## config.mk

```make
export PLATFORM = sky130hd
export DESIGN_NAME = utf8_lenient_decoder_core
export DESIGN_NICKNAME = d
export VERILOG_FILES = /design/src/utf8d_pkg.sv /design/src/utf8_lenient_decoder_core.sv /design/src/utf8d_decode.sv /design/src/utf8d_serializer.sv
export SDC_FILE = /design/constraint.sdc
export NUM_CORES = 1
export LEC_CHECK = 0
export BUFFER_PORTS_ARGS = -buffer_cell sky130_fd_sc_hd__buf_2
export CAP_MARGIN = 20
export CORE_ASPECT_RATIO = 1.2
export CORE_MARGIN = 4
export CORE_UTILIZATION = 50
export CTS_BUF_LIST = sky130_fd_sc_hd__clkbuf_8 sky130_fd_sc_hd__clkbuf_16
export DETAILED_ROUTE_END_ITERATION = 8
export GPL_TIMING_DRIVEN = 0
export PLACE_DENSITY = 0.75
export SYNTH_ARGS = -nofsm -noshare
export SYNTH_HDL_FRONTEND = slang
export SYNTH_SLANG_ARGS = --single-unit
```

## constraint.sdc

```tcl
create_clock -name clk -period 2.95 [get_ports clk]
set_clock_uncertainty 0.2 [all_clocks]
set_input_delay 0.295 -clock clk [delete_from_list [all_inputs] [get_ports clk]]
set_output_delay 0.295 -clock clk [all_outputs]
set_load 0.005 [all_outputs]
```

## src/utf8d_pkg.sv

```systemverilog
// ----------------------------------------------------------------------------
// utf8d_pkg
// Types and constants shared by the lenient UTF-8 decoder modules.
// ----------------------------------------------------------------------------
`default_nettype none

package utf8d_pkg;

  localparam logic [20:0] REPL_CP = 21'h00FFFD;

  // Input beat: one byte of text and the end-of-text flag.
  typedef struct packed {
    logic [7:0] byte_in;
    logic       is_last;
  } in_t;

  // Output beat: one decoded code point.
  typedef struct packed {
    logic [20:0] code_point;
    logic        is_replacement;
    logic        last_out;
  } out_t;

  // Results caused by one input byte. Every result but the final one is a
  // replacement character, so a count and the final result describe them.
  typedef struct packed {
    logic [2:0]  cnt;
    logic [20:0] cp;
    logic        repl;
    logic        last;
  } desc_t;

endpackage

`default_nettype wire

```

## src/utf8_lenient_decoder_core.sv

```systemverilog
// ----------------------------------------------------------------------------
// utf8_lenient_decoder_core
// Lenient UTF-8 decoder giving code points, with U+FFFD for malformed bytes.
// ----------------------------------------------------------------------------
// The input channel carries one byte per beat with a flag on the final byte
// of the text; the output channel carries one code point per beat. Both use
// valid/stall: a beat moves on a clock edge with valid high and stall low.
// A byte that completes a character, or an ASCII or invalid byte, gives its
// result in the cycle after it is accepted, and such bytes are taken every
// cycle while the receiver does not stall. Continuation bytes of an
// unfinished sequence give no result. A byte that breaks a sequence, or a
// final byte that truncates one, gives up to four results; the result
// register plays them out one per cycle unless the receiver stalls, which
// holds the current beat. The input is taken only once the last pending
// result of the held item leaves. Synchronous reset empties the result
// register and returns the decoder to no pending sequence.
// ----------------------------------------------------------------------------
`default_nettype none

module utf8_lenient_decoder_core (
  input  wire             clk,
  input  wire             rst,
  input  wire             in_valid,
  output logic            in_stall,
  input  utf8d_pkg::in_t  in_data,
  output logic            out_valid,
  input  wire             out_stall,
  output utf8d_pkg::out_t out_data
);

  utf8d_pkg::desc_t desc;
  logic             room;
  logic             accept;

  assign in_stall = !room;
  assign accept   = in_valid && room;

  utf8d_decode u_decode (
    .clk     (clk),
    .rst     (rst),
    .accept  (accept),
    .in_data (in_data),
    .desc    (desc)
  );

  utf8d_serializer u_serializer (
    .clk       (clk),
    .rst       (rst),
    .load      (accept && (desc.cnt != 3'd0)),
    .desc      (desc),
    .room      (room),
    .out_valid (out_valid),
    .out_stall (out_stall),
    .out_data  (out_data)
  );

endmodule

`default_nettype wire

```

## src/utf8d_decode.sv

```systemverilog
// ----------------------------------------------------------------------------
// utf8d_decode
// Sequence state and per-byte decode into a result descriptor.
// ----------------------------------------------------------------------------
`default_nettype none

module utf8d_decode (
  input  wire              clk,
  input  wire              rst,
  input  wire              accept,
  input  utf8d_pkg::in_t   in_data,
  output utf8d_pkg::desc_t desc
);

  logic [20:0] partial_code, partial_code_next;
  logic [1:0]  bytes_needed, bytes_needed_next;
  logic [1:0]  bytes_held, bytes_held_next;

  always_comb begin
    logic [7:0]  b;
    logic        cont;
    logic [2:0]  flushed;
    logic [20:0] shifted;
    b       = in_data.byte_in;
    cont    = (b[7:6] == 2'b10);
    shifted = {partial_code[14:0], b[5:0]};
    flushed = 3'd0;

    partial_code_next = partial_code;
    bytes_needed_next = bytes_needed;
    bytes_held_next   = bytes_held;
    desc.cnt  = 3'd0;
    desc.cp   = utf8d_pkg::REPL_CP;
    desc.repl = 1'b1;
    desc.last = in_data.is_last;

    if (bytes_needed != 2'd0 && cont) begin
      if (bytes_needed == 2'd1) begin
        desc.cnt          = 3'd1;
        desc.cp           = shifted;
        desc.repl         = 1'b0;
        partial_code_next = '0;
        bytes_needed_next = 2'd0;
        bytes_held_next   = 2'd0;
      end else if (in_data.is_last) begin
        // Truncated at the end: every held byte, this one included, is replaced.
        desc.cnt          = {1'b0, bytes_held + 2'd1};
        partial_code_next = '0;
        bytes_needed_next = 2'd0;
        bytes_held_next   = 2'd0;
      end else begin
        partial_code_next = shifted;
        bytes_needed_next = bytes_needed - 2'd1;
        bytes_held_next   = bytes_held + 2'd1;
      end
    end else begin
      // A broken sequence first gives one replacement per held byte.
      if (bytes_needed != 2'd0) begin
        flushed = {1'b0, bytes_held};
      end
      partial_code_next = '0;
      bytes_needed_next = 2'd0;
      bytes_held_next   = 2'd0;
      desc.cnt          = flushed;
      priority casez (b)
        8'b0???????: begin
          desc.cnt  = flushed + 3'd1;
          desc.cp   = {13'd0, b};
          desc.repl = 1'b0;
        end
        8'b110?????, 8'b1110????, 8'b11110???: begin
          if (in_data.is_last) begin
            desc.cnt = flushed + 3'd1;
          end else begin
            bytes_held_next = 2'd1;
            if (b[5] == 1'b0) begin
              partial_code_next = {16'd0, b[4:0]};
              bytes_needed_next = 2'd1;
            end else if (b[4] == 1'b0) begin
              partial_code_next = {17'd0, b[3:0]};
              bytes_needed_next = 2'd2;
            end else begin
              partial_code_next = {18'd0, b[2:0]};
              bytes_needed_next = 2'd3;
            end
          end
        end
        default: begin
          desc.cnt = flushed + 3'd1;
        end
      endcase
    end
  end

  always_ff @(posedge clk) begin
    if (rst) begin
      partial_code <= '0;
      bytes_needed <= 2'd0;
      bytes_held   <= 2'd0;
    end else if (accept) begin
      partial_code <= partial_code_next;
      bytes_needed <= bytes_needed_next;
      bytes_held   <= bytes_held_next;
    end
  end

endmodule

`default_nettype wire

```

## src/utf8d_serializer.sv

```systemverilog
// ----------------------------------------------------------------------------
// utf8d_serializer
// Holds one descriptor and plays its results out, one beat per cycle unless the receiver stalls.
// ----------------------------------------------------------------------------
`default_nettype none

module utf8d_serializer (
  input  wire              clk,
  input  wire              rst,
  input  wire              load,
  input  utf8d_pkg::desc_t desc,
  output logic             room,
  output logic             out_valid,
  input  wire              out_stall,
  output utf8d_pkg::out_t  out_data
);

  logic        valid;
  logic [2:0]  rem;
  logic [20:0] cp;
  logic        repl;
  logic        last;
  logic        final_beat;

  assign final_beat = (rem == 3'd1);
  // A new descriptor fits once the final beat of the current one leaves.
  assign room       = !valid || (!out_stall && final_beat);

  always_ff @(posedge clk) begin
    if (rst) begin
      valid <= 1'b0;
      rem   <= 3'd0;
    end else if (load) begin
      valid <= 1'b1;
      rem   <= desc.cnt;
    end else if (valid && !out_stall) begin
      valid <= !final_beat;
      rem   <= rem - 3'd1;
    end
  end

  always_ff @(posedge clk) begin
    if (load) begin
      cp   <= desc.cp;
      repl <= desc.repl;
      last <= desc.last;
    end
  end

  assign out_valid               = valid;
  assign out_data.code_point     = final_beat ? cp : utf8d_pkg::REPL_CP;
  assign out_data.is_replacement = final_beat ? repl : 1'b1;
  assign out_data.last_out       = final_beat && last;

  a_valid_count: assert property (@(posedge clk) disable iff (rst)
    valid |-> (rem != 3'd0 && rem <= 3'd4))
    else $error("serializer holds a descriptor with a bad count");

  a_load_room: assert property (@(posedge clk) disable iff (rst)
    load |-> room)
    else $error("descriptor loaded over results not yet delivered");

  a_hold_stalled: assert property (@(posedge clk) disable iff (rst)
    (valid && out_stall) |=> (valid && $stable(rem)))
    else $error("results advanced while the receiver stalled");

endmodule

`default_nettype wire

```

==> out/qor.yml <==
logic_synthesis:
  syn_area_per_cell_um2: 9.40
  yosysSeqAreaShare_pct: 50.2
  synth_area_leaders: "edfxtp_1 30%, dfxtp_1 20%, nand2b_1 6.3%"
  synth_ff_type: "edfxtp_1"
  ys_seq_elements: 46
  syn_area_um2: 2290
  syn_inst: 244
  synth_cell_types: 48
  yosysTopAreaCellShare_pct: 30.1
  yosys_warnings: 0
  yosys.area.top_type: "edfxtp_1"
  synth_edf_count: 23
  synth.net_count: 262
  synthArstFlopShare_pct: 0
layout:
  fin_nets: 307
  n_antenna_cell: 0
  drive_above_1_share_pct: 21.0
  fillers: 368
  syn_to_final_growth_pct: 15.9
worst_setup_path:
  crit_path_start_kind: "register"
  rr_endpoint: "u_serializer.rem[1]"
  crit_path_end: "u_serializer.rem[1]"
  timing.rr.start: "u_decode.bytes_needed[0]"
  cp-startpoint: "u_decode.bytes_needed[0]"
  reg2regPathDepth: 9
  crit_required_ps: 2950
  arrival_ps: 2720
  ff2ff_setup_slack_ps: 230
  crit_path_max_fanout: 24
  crit_type: "reg2reg"
  cp-end-kind: "register"
sta:
  rsz0062_at_grt: "no"
  hold_viol: 0
  whs_ps: 40.2
  finalMaxSlewViolations: 0
  fin_ws_ps: 234
  period_needed_ps: 2720
  setup-violations-final: 0
  worst_pin_slew_ps: 843
  slew_headroom_pct: 43.7
  fin_crit_sh_pct: 92.1
  fmax_mhz: 368
run:
  maxCapViolCount: 0
power:
  ir_drop_v: 0.000213
  power_density_nw_per_um2: 515
  p_leak_nw: 1.01
clock_tree:
  clockBufferDepth: 2
  path_clk_slew_ps: 90
  cts_setup_buffers: 0
  cts_tree: "done"
  cts_buffers: 5
  cts_root_buf: "clkbuf_8"
  clk_latency_ps: 300
  cts_sinks: 46
  htree_levels: 2
placed_design:
  dp_hpwl_um: 3570
  place.gp.congestion: 0.845
  dpl_worst_slack_ps: -205
  numPortBuffers: 37
grt:
  antenna_found_initial: 0
  grt_pass1_wl_um: 8190
  grtUsageTotal_pct: 18.1
  grt_pass1_vias: 1780
  grt_overflow: 0
  grt_max_degree: 25
route:
  wirelength_um: 4770
  first_iter_violations: 119
  drcViolationCount: 0
  firstDrtPassIters: 4
  postRouteAntennaNets: 0
  viasPerCell: 5.46
  vias: 1889
  wl_per_cell_um: 13.8
floorplan:
  die_x_um: 69.8
  core_um2: 4360
  start_util_pct: 52.6
  dieArea_um2: 5740
  rows: 26
  die_y_um: 82.2
  pin_count: 38
hold_path:
  hp-class: "in2reg"
run_status:
  status: "complete, no violations"
==> cell families (layout without fill, tap and decap cells) <==
group	after synthesis	in the layout	share of synthesized area, %
compound gates	43	43	12.4
xor+xnor	2	2	0.764
simple gates	123	123	28.4
flops	46	46	50.2
fa+ha+maj	5	5	2.73
buf+inv	23	69	4.64
mux	2	2	0.927
==> critical path: stages, from the launching register on <==
cell and delay (ps):
dfxtp_1 390, inv_1 80, ha_1 270, or2b_2 330, inv_1 80, ha_1 180, o21ai_2 80, o221ai_2 260
o21a_4 370, mux2_2 380
==> flip-flops by register name, indices dropped and copies added, names as in the netlist <==
| name | count |
|---|---|
| u_serializer.last | 1 |
| u_decode.bytes_needed | 2 |
| u_serializer.repl | 1 |
| u_serializer.out_valid | 1 |
| u_decode.partial_code | 15 |
| u_serializer.rem | 3 |
| u_decode.bytes_held | 2 |
| u_serializer.cp | 21 |
==> final cells by class <==
| cell class | count | area [um^2] | area share (%) |
|---|---|---|---|
| clock buffer | 5 | 68.8 | 2.59 |
| clock inverter | 3 | 23.8 | 0.894 |
| multi-input combinational | 175 | 1040 | 39.2 |
| tap | 56 | 70.1 | 2.64 |
| sequential | 46 | 1150 | 43.3 |
| inverter | 8 | 30.0 | 1.13 |
| buffer | 15 | 76.3 | 2.87 |
| timing repair buffer | 38 | 195 | 7.34 |
==> per-stage QoR <==
step                power, mW  TNS, ps  instance area (um^2)  cells  utilization [%]
global placement        0.977     -285                  2550    337             58.5
floorplan               0.895        0                  2290    244                -
detailed placement      0.987    -1630                  2550    337             58.5
finish                   1.37        0                  2660    346             61.0
CTS                      1.38        0                  2650    346             60.8
global route             1.44        0                  2660    346             61.0
==> routing by layer <==
layer	part of all wire [%]	vias to the layer above	GRT usage (%)
met4	3.0	0	9.96
met2	49	49	31.2
met1	44	885	21.5
met5	0	-	0
met3	4.4	18	3.63
li1	-	937	-
==> cell usage after synthesis (3+ instances only) <==
master and n:
nand2_1 38, inv_1 8, nand2b_1 23, o21ai_0 5, dfxtp_1 23, edfxtp_1 23
nand3_1 13, nor3_1 4, clkbuf_1 8, ha_1 5, a211oi_1 5, a21oi_1 16
and2_1 9, nor2_1 12, a22oi_1 3, o21a_1 4, and3_1 5, nor2b_1 4
buf_2 4
==> worst min-delay path by stage <==
stage / startpoint / to / slack, ps / cells past startpoint
6_report: rst / u_serializer.rem[2] / 40 / 2
5_1_grt: rst / u_serializer.rem[2] / 30 / 2
4_1_cts: rst / u_serializer.rem[2] / 20 / 2
3_5_place_dp: u_decode.partial_code[12] / u_decode.partial_code[12] / 250 / 2
3_3_place_gp: u_decode.partial_code[13] / u_decode.partial_code[13] / 240 / 2
2_1_floorplan: rst / u_serializer.rem[2] / 170 / 1
==> repair_timing <==
item | CTS | global route
setup endpoints to repair | 24 | 1
resized for setup | 1 | 1
endpoints found under the hold margin | 1 | 0
hold buffers | 1 | 0
==> layout by cell type (no fill, tap or decap), types with 2 or more instances in the layout <==
cell type   instances
clkbuf_1            8
o21ai_0             5
nand3_1            13
buf_6               2
clkbuf_8            5
inv_1               8
dfxtp_1            23
nand2_1            38
o21a_1              3
edfxtp_1           23
nor2_1             12
nand2b_1           23
nor3b_1             2
and3_1              5
buf_2              41
a21oi_1            16
ha_1                5
nor3_1              4
a22oi_1             3
nand4b_1            2
a211oi_1            5
nor2b_1             4
and2_1              9
clkinvlp_4          2
==> report_power, final <==
part | total [mW] | switching, mW | internal [mW]
clock network | 0.395 | 0.226 | 0.169
registers | 0.725 | 0.0139 | 0.711
logic | 0.248 | 0.147 | 0.101
total | 1.37 | 0.386 | 0.982
(Power assumes the default switching activity.)
